**src/design/ssim_pkg.sv**
```systemverilog
package ssim_pkg;

  localparam int IN_W    = 25;
  localparam int OUT_FRAC = 22;
  localparam int SSIM_W  = 24;
  localparam int SUM_W   = 64;
  localparam int FACT_W  = 64;
  localparam int PROD_W  = 128;
  localparam int QCNT_W  = 5;

  localparam logic [0:0] REG_C1 = 1'b0;
  localparam logic [0:0] REG_C2 = 1'b1;

  typedef enum logic [5:0] {
    ST_IDLE = 6'b000001,
    ST_FACT = 6'b000010,
    ST_MUL  = 6'b000100,
    ST_CMP  = 6'b001000,
    ST_DIV  = 6'b010000,
    ST_OUT  = 6'b100000
  } state_t;

  typedef struct packed {
    logic load;
    logic fact;
    logic mul_step;
    logic cmp;
    logic div_step;
    logic emit;
  } cmd_t;

  typedef struct packed {
    logic mul_done;
    logic div_done;
    logic early;
  } stat_t;

endpackage

```
**src/design/ssim_ctrl.sv**
```systemverilog
module ssim_ctrl (
  input  logic             clk,
  input  logic             rst_n,
  input  logic             in_fire,
  input  logic             out_free,
  input  ssim_pkg::stat_t  stat,
  output ssim_pkg::cmd_t   cmd,
  output logic             busy
);
  ssim_pkg::state_t st_r, st_nxt;

  always_comb begin
    st_nxt = st_r;
    cmd = '0;
    cmd.load = in_fire;
    unique case (st_r)
      ssim_pkg::ST_IDLE: if (in_fire) st_nxt = ssim_pkg::ST_FACT;
      ssim_pkg::ST_FACT: begin cmd.fact = 1'b1; st_nxt = ssim_pkg::ST_MUL; end
      ssim_pkg::ST_MUL: begin
        cmd.mul_step = 1'b1;
        if (stat.mul_done) st_nxt = ssim_pkg::ST_CMP;
      end
      ssim_pkg::ST_CMP: begin
        cmd.cmp = 1'b1;
        st_nxt = stat.early ? ssim_pkg::ST_OUT : ssim_pkg::ST_DIV;
      end
      ssim_pkg::ST_DIV: begin
        cmd.div_step = 1'b1;
        if (stat.div_done) st_nxt = ssim_pkg::ST_OUT;
      end
      ssim_pkg::ST_OUT: if (out_free) begin
        cmd.emit = 1'b1;
        st_nxt = ssim_pkg::ST_IDLE;
      end
      default: st_nxt = ssim_pkg::ST_IDLE;
    endcase
  end

  assign busy = (st_r != ssim_pkg::ST_IDLE);

  always_ff @(posedge clk) begin
    if (!rst_n) st_r <= ssim_pkg::ST_IDLE;
    else        st_r <= st_nxt;
  end
endmodule

```
**config.mk**
```make
export PLATFORM = sky130hd
export DESIGN_NAME = ssim_ctrl
export DESIGN_NICKNAME = d
export VERILOG_FILES = /design/src/design/ssim_pkg.sv /design/src/design/ssim_ctrl.sv
export SDC_FILE = /design/constraint.sdc
export NUM_CORES = 1
export LEC_CHECK = 0
export CAP_MARGIN = 20
export CORE_AREA = 2 2 39 41
export DETAILED_ROUTE_END_ITERATION = 6
export DIE_AREA = 0 0 41 43
export DONT_BUFFER_PORTS = 1
export SLEW_MARGIN = 30
export SYNTH_ARGS = -nofsm -noshare
export SYNTH_HDL_FRONTEND = slang
export SYNTH_SLANG_ARGS = --single-unit
```
**constraint.sdc**
```tcl
create_clock -name clk -period 1.4 [get_ports clk]
set_clock_uncertainty 0.15 [all_clocks]
set_input_delay 0.07 -clock clk [delete_from_list [all_inputs] [get_ports clk]]
set_output_delay 0.07 -clock clk [all_outputs]
set_load 0.005 [all_outputs]
```
==> Word-level counts from Yosys, hierarchy flattened <==
Index checks and enable logic that the tools add are counted.
{ "totals": {"reg_bits": 6, "latch_bits": 0, "mem_bits_rw": 0, "romBits": 0, "inputBits": 7, "output_inout_bits": 7, "wordCells": 25, "n_memories": 0} }
{ "classes": {"addsub": 0, "n_mul": 0, "n_div": 0, "order_cmp": 0, "eq_ne": 11, "n_shift": 0, "mux": 12, "bitwise": 0, "reduce_logical": 1} }
{ "op_table": {"columns": ["operator", "n"], "rows": [
  ["6-bit one-hot mux with 6 select lines", 1],
  ["6-bit 2-to-1 mux", 5],
  ["2-bit inequality test (second input constant)", 4],
  ["6-bit by 1-bit equality test with 1-bit output (second input constant)", 1],
  ["6-bit by 2-bit equality test with 1-bit output (second input constant)", 1],
  ["6-bit by 3-bit equality test with 1-bit output (second input constant)", 1],
  ["6-bit by 4-bit equality test with 1-bit output (second input constant)", 1],
  ["6-bit by 5-bit equality test with 1-bit output (second input constant)", 1],
  ["6-bit equality test (second input constant)", 1],
  ["1-bit 2-to-1 mux", 6],
  ["6-bit by 1-bit inequality test with 1-bit output (second input constant)", 1],
  ["4-bit AND reduction", 1]
]} }

==> Depth between registers and ports, before layout <==
Gate-level depths: netlist of the first run.
{ "logic_depth": {"word_depth": 3, "ltp_mapped": 5, "mapped_depth_nobuf": 4} }

==> Worst setup path after synthesis of the first run <==
Ideal clock, no wire load.
{ "synth_path": {"kind": "register -> register", "startpoint": "reg st_r[4]", "endpoint": "reg st_r[5]", "setup_time_ns": 0.114, "arrival_ns": 1.198, "t_required_ns": 1.136, "path_slack_ns": -0.062, "path_stages_with_launch": 6, "n_path_buf": 1, "period_less_slack_ns": 1.462, "cell_sequence": "dfxtp_1 buf_6 nor2_4 nand4b_1 o221ai_2 a2bb2o_4"} }
{ "synth_between": {"elab_chain_len": 3, "elab_cells_between_ends": 12, "classes_between": "eq/ne (10); mux (1); reduce/logical (1)"} }
{ "synth_rtl": {"columns": ["element", "line_no", "source"], "rows": [
  ["start: declaration", "ssim_ctrl.sv:10", "ssim_pkg::state_t st_r, st_nxt;"],
  ["start signal: assignment", "ssim_ctrl.sv:42", "if (!rst_n) st_r <= ssim_pkg::ST_IDLE;"],
  ["start signal: assignment", "ssim_ctrl.sv:43", "else st_r <= st_nxt;"],
  ["6-bit by 3-bit equality test with 1-bit output (tied with other cells)", "ssim_ctrl.sv:16", "unique case (st_r)"],
  ["2-bit inequality test (no line)", null, null],
  ["4-bit AND reduction (no line)", null, null]
]} }
Parallel ways exist; a longest one is shown, timed or not.
A chain may end at the register's enable or synchronous reset.

==> Worst setup path in the final report of the first run <==
{ "layout_path": {"startpoint": "reg st_r[4]", "endpoint": "reg st_r[3]"} }
Same word-level chain as after synthesis.

==> results of run 1 <==
==> cells by family after synthesis <==
kind of cell    Yosys count  synth area share [%]
mux                       1                 2.374
compound gates           10                 20.47
xor+xnor                  1                 2.078
buf+inv                   4                 6.233
simple gates             25                 40.36
flops                     6                 28.49
==> worst reg2reg max path: cells and delay by family (launching register included) <==
family          cells  cell delay, ps
compound gates      2             400
buf+inv             1             170
flops               1             370
simple gates        2             250
==> where the power goes <==
group	total, mW	internal [mW]	switching (mW)
Combinational	0.348	0.180	0.168
Clock	0.174	0.0978	0.0761
Sequential	0.234	0.198	0.0351
==> final cells by class <==
cell class                 count  area, um^2
inverter                       2       7.507
tap                           16       20.02
fill                         133       719.4
sequential                     6       130.1
timing repair buffer          20       165.2
multi-input combinational     37       319.1
clock buffer                   3       22.52
==> through the flow <==
step                total power [mW]  utilization (%)  std cells
floorplan                     0.3795                -         47
global placement              0.4858            35.99         71
detailed placement            0.4896            35.99         71
CTS                           0.7198            46.02         84
global route                  0.8006            48.01         84
finish                        0.7557            48.01         84
==> layout by cell type, fill, tap and decap left out, types with 2 or more instances in the layout <==
master	count
buf_4	14
clkbuf_4	3
dfxtp_2	5
dlygate4sd3_1	6
inv_1	2
nand4b_1	2
nor2_1	2
nor2_4	3
nor3_1	2
nor3b_1	3
o211ai_1	2
==> path summary, 6_finish.rpt <==
| path | start | endpoint | slack (ps) | depth (start not counted) |
|---|---|---|---|---|
| setup / recovery | st_r[4] | st_r[3] | -10 | 5 |
| hold / removal | stat[2] | st_r[5] | -0.5 | 2 |
| setup reg to reg | st_r[4] | st_r[3] | -10 | 5 |
| hold reg to reg | st_r[4] | st_r[4] | 490 | 2 |
==> repair_timing <==
item                                    in CTS  in global routing
endpoints found under the setup margin       7                 10
hold buffers                                 6                  0
resized for setup                            9                  9
setup buffers                                4                  0
hold endpoints to repair                     7                  0
pin swaps                                    6                  6
==> metal layers <==
metal	part of all wire, %	wire length (um)	track usage (%)
met2	52	682	25.94
met4	4.8	63	14.67
met5	0	0	0
met1	37	489	22.33
met3	5.6	74	6.806
==> results.sh, run 1 <==
export IMPL_status="finished, violations left"
export IMPL_violations="hold timing, setup timing"
export IMPL_layout_drive_gt1_share_pct=52.94
export IMPL_reg_top3="st_r (6)"
export IMPL_ys_seq_area_share_pct=28.49
export IMPL_hold_violations=1
export IMPL_fmax_mhz=707.6
export IMPL_finalCritPeriodShare_pct=100.9
export IMPL_port_buffers=0
export IMPL_antennaDiodeCount=0
export IMPL_synthDominantAreaCellType="dfxtp_1"
export IMPL_syn_area_per_cell_um2=8.971
export IMPL_antenna_found_initial=0
export IMPL_crit_chain="nor3b_1, o211ai_1, o221ai_2, buf_4, nor3_1"
export IMPL_syn_num_nets=54
export IMPL_synth_most_common_cell="dfxtp_1"
export IMPL_start_kind="flop"
export IMPL_worstPathRequired_ps=1430
export IMPL_core_area_mm2=0.001384
export IMPL_final_max_slew_viol_count=0
export IMPL_endpoint_kind="flop"
export IMPL_synth_top_area_share_pct=28.49
export IMPL_grt_pass1_wl_um=2132
export IMPL_nNetsFinal=77
export IMPL_root_buffer="clkbuf_4"
export IMPL_leakage_nw=0.2616
export IMPL_hold_ws_ps=-0.5392
export IMPL_gp_congestion=0.7387
export IMPL_max_flop_register="st_r"
export IMPL_first_global_vias=470
export IMPL_synth_common_cells="dfxtp_1, nor3_1, nor3b_1"
export IMPL_htreeDepth=1
export IMPL_drtIter0Drc=7
export IMPL_final_setup_tns_ps=-32.85
export IMPL_async_flop_share_pct=0
export IMPL_grt_max_degree=8
export IMPL_path_max_fanout=7
export IMPL_ir_drop_mv=0.6044
export IMPL_post_route_drc_count=0
export IMPL_max_slew_worst_pin_slew_ps=248.2
export IMPL_vias=461
export IMPL_grt_overflow=0
export IMPL_viasPerCell=5.488
export IMPL_worstSkewPairLatency_ps=260
export IMPL_start_util_pct=30.47
export IMPL_synth_area_um2=421.7
export IMPL_numCtsBuffers=3
export IMPL_wl_per_cell_um=15.60
export IMPL_rsz0062_at_grt="true"
export IMPL_largest_reg_flops=6
export IMPL_synthCells=47
export IMPL_dp_slack_ps=-43.74
export IMPL_clk_path_buf_depth=2
export IMPL_cpPeakStageDelay_ps=370
export IMPL_fp_dieW_um=41
export IMPL_area_growth_pct=57.57
export IMPL_path_clk_slew_ps=50
export IMPL_antenna_left=0
export IMPL_max_cap_violations=0
export IMPL_finalCriticalPeriod_ps=1413
export IMPL_cts_tree="done"
export IMPL_slowest_stage="dfxtp_4"
export IMPL_slew_headroom_pct=83.41
export IMPL_ys_warn_count=0
export IMPL_cp_top_family="compound AO/OA/AOI/OAI gates"
export IMPL_placed_area_um2=498.0
export IMPL_synth_edff_count=0
export IMPL_final_setup_viol_count=4
export IMPL_die_y_um=43
export IMPL_arrival_ps=1440
export IMPL_wirelength_um=1310
export IMPL_grt_usage_pct=18.81
export IMPL_die_area_mm2=0.001763
export IMPL_synth_cell_type_count=28
export IMPL_dpl_hpwl_um=829.1
export IMPL_crit_buf_inv=1
export IMPL_ys_ff_latch=6
export IMPL_synthTopCellsByArea="dfxtp_1, nor3b_1, nor2_4"
export IMPL_min_path_type="in -> reg"
export IMPL_cts_sinks=6
export IMPL_crit_type="reg -> reg"
export IMPL_final_area_um2=664.4
export IMPL_synth_ff_type="dfxtp_1"
export IMPL_num_rows=14
export IMPL_ios=14
export IMPL_powerDensity_mw_per_mm2=1137
export IMPL_firstDrtPassIters=4
export IMPL_setup_ws_ps=-13.21
Power figures use the tool's default switching activity.
==> run 2: changes to the inputs <==
BUFFER_PORTS_ARGS = -buffer_cell sky130_fd_sc_hd__buf_4   (was not set)
DONT_BUFFER_PORTS = not set   (was 1)
SKIP_CTS_REPAIR_TIMING = 1   (was not set)
==> results.sh, run 2 (synthesis results as in run 1) <==
export IMPL_status="finished, violations left"
export IMPL_violations="setup timing"
export IMPL_viasPerCell=5.105
export IMPL_crit_chain="nor3b_2, o211ai_1, o221ai_4, buf_6, nor3_2"
export IMPL_start_util_pct=30.47
export IMPL_cts_tree="done"
export IMPL_max_slew_worst_pin_slew_ps=293.6
export IMPL_clk_path_buf_depth=2
export IMPL_root_buffer="clkbuf_4"
export IMPL_drtIter0Drc=11
export IMPL_final_max_slew_viol_count=0
export IMPL_dpl_hpwl_um=838.2
export IMPL_final_area_um2=892.1
export IMPL_crit_buf_inv=1
export IMPL_cp_top_family="compound AO/OA/AOI/OAI gates"
export IMPL_core_area_mm2=0.001384
export IMPL_min_path_type="in -> reg"
export IMPL_antenna_found_initial=0
export IMPL_die_area_mm2=0.001763
export IMPL_slowest_stage="dfxtp_2"
export IMPL_layout_commonest_cell="buf_4"
export IMPL_reg_top3="st_r (6)"
export IMPL_powerDensity_mw_per_mm2=1034
export IMPL_post_route_drc_count=0
export IMPL_hold_violations=0
export IMPL_worstSkewPairLatency_ps=250
export IMPL_finalCriticalPeriod_ps=1513
export IMPL_use_met2_pct=21.25
export IMPL_grtUsageMet3_pct=6.283
export IMPL_start_kind="flop"
export IMPL_largest_reg_flops=6
export IMPL_final_cell_mix="buf_4, buf_6, nor3b_2, dlygate4sd3_1, dfxtp_2"
export IMPL_slew_headroom_pct=80.34
export IMPL_finalCritPeriodShare_pct=108.1
export IMPL_die_y_um=43
export IMPL_cts_sinks=6
export IMPL_cpPeakStageDelay_ps=360
export IMPL_leakage_nw=0.3857
export IMPL_max_flop_register="st_r"
export IMPL_worstPathRequired_ps=1410
export IMPL_area_growth_pct=111.6
export IMPL_antennaDiodeCount=0
export IMPL_wl_per_cell_um=14.44
export IMPL_vias=536
export IMPL_ir_drop_mv=0.6735
export IMPL_gr_max_usage_layer="met2"
export IMPL_grt_usage_pct=16.15
export IMPL_antenna_left=0
export IMPL_met1_usage_pct=19.28
export IMPL_grt_pass1_wl_um=1794
export IMPL_path_max_fanout=6
export IMPL_endpoint_kind="flop"
export IMPL_arrival_ps=1530
export IMPL_fmax_mhz=660.9
export IMPL_rsz0062_at_grt="true"
export IMPL_ios=14
export IMPL_numCtsBuffers=3
export IMPL_htreeDepth=1
export IMPL_port_buffers=13
export IMPL_setup_ws_ps=-113.2
export IMPL_placed_area_um2=625.6
export IMPL_firstDrtPassIters=4
export IMPL_layout_drive_gt1_share_pct=70.79
export IMPL_grt_overflow=0
export IMPL_grt_max_degree=7
export IMPL_fp_dieW_um=41
export IMPL_wirelength_um=1516
export IMPL_n_fill_cell=101
export IMPL_final_setup_viol_count=11
export IMPL_final_setup_tns_ps=-778.3
export IMPL_crit_type="reg -> reg"
export IMPL_max_cap_violations=0
export IMPL_path_clk_slew_ps=40
export IMPL_nNetsFinal=98
export IMPL_gp_congestion=0.8362
export IMPL_first_global_vias=435
export IMPL_num_rows=14
==> run 2: cell types whose count changed in the layout (fill, tap and decap cells not counted), sizes merged <==
| cell | previous run | this run |
|---|---|---|
| buf | 14 | 37 |
| dlygate4sd3 | 6 | 4 |
==> run 2: cell type report <==
type	count	area, um^2	area share [%]
tap	16	20.02	2.244
clock buffer	3	22.52	2.525
timing repair buffer	41	344.1	38.57
multi-input combinational	37	365.4	40.95
sequential	6	132.6	14.87
inverter	2	7.507	0.8415
==> run 2: per-layer routing <==
metal | share of wire [%] | vias up
li1 | - | 263
met1 | 39 | 250
met2 | 53 | 18
met3 | 4.7 | 5
met4 | 2.7 | 0
met5 | 0 | -
==> run 2: per-stage QoR <==
| step | std cells | power (mW) | setup WS [ps] | hold WS [ps] | util (%) |
|---|---|---|---|---|---|
| floorplan | 47 | 0.3795 | -23.04 | -1.383 | - |
| global placement | 88 | 0.5545 | -8.473 | 160.3 | 45.21 |
| global route | 105 | 0.9762 | -188.5 | 27.80 | 64.47 |
| detailed placement | 88 | 0.5538 | -24.75 | 160.1 | 45.21 |
| finish | 105 | 0.9222 | -113.2 | 7.047 | 64.47 |
| CTS | 91 | 0.7195 | -168.8 | -99.19 | 46.84 |
==> run 2: worst reg2reg max path, stage by stage, from the launching register on <==
cell and delay [ps]:
dfxtp_2 360, nor3b_2 170, o211ai_1 270, o221ai_4 190
buf_6 160, nor3_2 120
==> run 2: report_power, final <==
part	internal (mW)	total [mW]	leakage (nW)	switching [mW]
Combinational	0.303	0.534	0.320	0.231
Clock	0.0972	0.163	0.0138	0.0663
Sequential	0.197	0.225	0.0516	0.0284
==> run 2: worst paths after layout <==
path	to	slack [ps]	startpoint	cells after the start
setup / recovery	st_r[3]	-110	st_r[4]	5
hold / removal	st_r[2]	7	stat[2]	3
setup reg to reg	st_r[3]	-110	st_r[4]	5
hold reg to reg	st_r[4]	540	st_r[2]	4
==> run 3: changes to the inputs <==
ABC_AREA = 1   (was not set)
CORE_AREA = not set   (was 2 2 39 41)
CORE_ASPECT_RATIO = 1.1   (was not set)
CORE_UTILIZATION = 25   (was not set)
DIE_AREA = not set   (was 0 0 41 43)
==> results.sh, run 3 <==
export IMPL_largest_reg_flops=6
export IMPL_antenna_found_initial=0
export IMPL_clk_path_buf_depth=2
export IMPL_finalCritPeriodShare_pct=99.57
export IMPL_endpoint_kind="output pin"
export IMPL_path_max_fanout=7
export IMPL_slew_headroom_pct=86.51
export IMPL_crit_start="st_r[1]"
export IMPL_final_setup_viol_count=0
export IMPL_whs_path_depth=4
export IMPL_numPlacedInstances=85
export IMPL_ys_seq_area_share_pct=31.79
export IMPL_antennaDiodeCount=0
export IMPL_viasPerCell=4.689
export IMPL_reg_top3="st_r (6)"
export IMPL_n_fill_cell=147
export IMPL_r2r_end="st_r[0]"
export IMPL_max_flop_register="st_r"
export IMPL_hold_ws_ps=-4.370
export IMPL_min_path_type="in -> reg"
export IMPL_synthDominantAreaCellType="dfxtp_1"
export IMPL_final_max_slew_viol_count=0
export IMPL_reg2reg_depth=7
export IMPL_synthTopCellsByArea="dfxtp_1, inv_1, nand4_1"
export IMPL_gp_congestion=0.8248
export IMPL_synth_edff_count=0
export IMPL_start_util_pct=27.31
export IMPL_drtIter0Drc=32
export IMPL_crit_chain="nor2_4, nand4_1, inv_1, buf_4"
export IMPL_crit_buf_inv=2
export IMPL_synth_common_cells="inv_1, nand3_1, dfxtp_1, nand4_1, nor2_1"
export IMPL_rsz0062_at_grt="true"
export IMPL_port_buffers=13
export IMPL_first_global_vias=359
export IMPL_synth_area_um2=377.9
export IMPL_core_area_mm2=0.001384
export IMPL_vias=422
export IMPL_arrival_ps=1170
export IMPL_topRoutingLayerUsed="met4"
export IMPL_die_y_um=42.78
export IMPL_firstDrtPassIters=4
export IMPL_final_cell_mix="inv_1, buf_4, nand3_1, nand4_1, nor2_1"
export IMPL_leakage_nw=0.3174
export IMPL_async_flop_share_pct=0
export IMPL_ir_drop_mv=0.2714
export IMPL_ys_ff_latch=6
export IMPL_worstPathRequired_ps=1180
export IMPL_powerDensity_mw_per_mm2=1002
export IMPL_cp_top_family="simple AND/OR/NAND/NOR gates"
export IMPL_grt_pass1_wl_um=1407
export IMPL_wl_met3_um=44
export IMPL_crit_end="cmd[2]"
export IMPL_met2_length_um=444
export IMPL_die_area_mm2=0.001671
export IMPL_syn_area_per_cell_um2=6.629
export IMPL_slowest_stage="dfxtp_2"
export IMPL_cts_sinks=6
export IMPL_cp_num_cells=4
export IMPL_finalCriticalPeriod_ps=1394
export IMPL_worstSkewPairLatency_ps=250
export IMPL_synth_top_area_share_pct=31.79
export IMPL_regArea_um2=122.6
export IMPL_area_growth_pct=42.38
export IMPL_numCtsBuffers=3
export IMPL_syn_num_nets=64
export IMPL_root_buffer="clkbuf_4"
export IMPL_layout_drive_gt1_share_pct=35.14
export IMPL_status="finished, violations left"
export IMPL_r2r_slack_ps=120
export IMPL_fp_dieW_um=39.07
export IMPL_synth_cell_type_count=15
export IMPL_crit_type="reg -> out"
export IMPL_grt_overflow=0
export IMPL_final_cells=90
export IMPL_reg2reg_from="st_r[0]"
export IMPL_wl_met1_um=420
export IMPL_path_clk_slew_ps=50
export IMPL_synth_ff_type="dfxtp_1"
export IMPL_wirelength_um=935
export IMPL_fmax_mhz=717.4
export IMPL_post_route_drc_count=0
export IMPL_num_rows=14
export IMPL_antenna_left=0
export IMPL_start_kind="flop"
export IMPL_utilization_pct=38.88
export IMPL_cts_tree="done"
export IMPL_htreeDepth=1
export IMPL_ios=14
export IMPL_grt_max_degree=8
export IMPL_hold_violations=1
export IMPL_cpPeakStageDelay_ps=330
export IMPL_max_slew_worst_pin_slew_ps=202.1
export IMPL_violations="hold timing"
export IMPL_synth_most_common_cell="inv_1"
export IMPL_layout_commonest_cell="inv_1"
export IMPL_grt_usage_pct=12.47
export IMPL_wl_per_cell_um=10.39
export IMPL_max_cap_violations=0
export IMPL_nNetsFinal=83
export IMPL_multi_input_area_um2=195.2
export IMPL_synthCells=57
export IMPL_ys_warn_count=0
## run 3: area by class of cell
class | instances | share of cell area (%)
repair buffers | 15 | 21.86
well taps | 16 | 3.721
flip-flops and latches | 6 | 22.79
multi-input cells | 34 | 36.28
inverters | 16 | 11.16
clock buffers | 3 | 4.186
## run 3: worst min-delay path by stage
stage               startpoint  endpoint  slack [ps]
floorplan                rst_n   st_r[0]           4
global placement         rst_n   st_r[0]         150
detailed placement       rst_n   st_r[0]         140
CTS                      rst_n   st_r[0]        -110
global route           stat[1]   st_r[4]          20
finish                 stat[1]   st_r[4]          -4
## run 3: where the power goes
part / switching (mW) / internal [mW] / total [mW]
Combinational: 0.0918 / 0.0728 / 0.165
Sequential: 0.0185 / 0.190 / 0.208
Clock: 0.0688 / 0.0974 / 0.166
## run 3: cells by family (layout without fill, tap and decap cells)
kind of cell | count (synthesis) | in the layout | share of synthesized area (%)
AND/OR/NAND/NOR | 30 | 30 | 43.05
buffers and inverters | 17 | 34 | 17.88
flip-flops | 6 | 6 | 31.79
AO/OA/AOI/OAI | 4 | 4 | 7.286
## run 3: routing by layer
layer / global-route usage, % / vias to the layer above
li1: - / 214
met2: 18.00 / 17
met1: 14.84 / 187
met3: 3.141 / 4
met5: 0 / -
met4: 10.34 / 0
## run 3: through the flow
step	area, um^2	total power, mW	hold slack, ps	worst slack (ps)	TNS, ps
3_5_place_dp	488.0	0.3634	144.5	122.3	0
5_1_grt	538.0	0.5643	16.18	-52.83	-126.2
2_1_floorplan	377.9	0.3057	4.129	220.8	0
4_1_cts	510.5	0.5314	-113.0	-28.23	-31.14
3_3_place_gp	488.0	0.3630	145.0	131.5	0
6_report	538.0	0.5390	-4.370	6.031	0
## run 3: worst register-to-register path, delay by kind of cell, from the launching register on
family                 cells  cell delay [ps]
AND/OR/NAND/NOR            6              570
flip-flops                 1              360
buffers and inverters      1               70
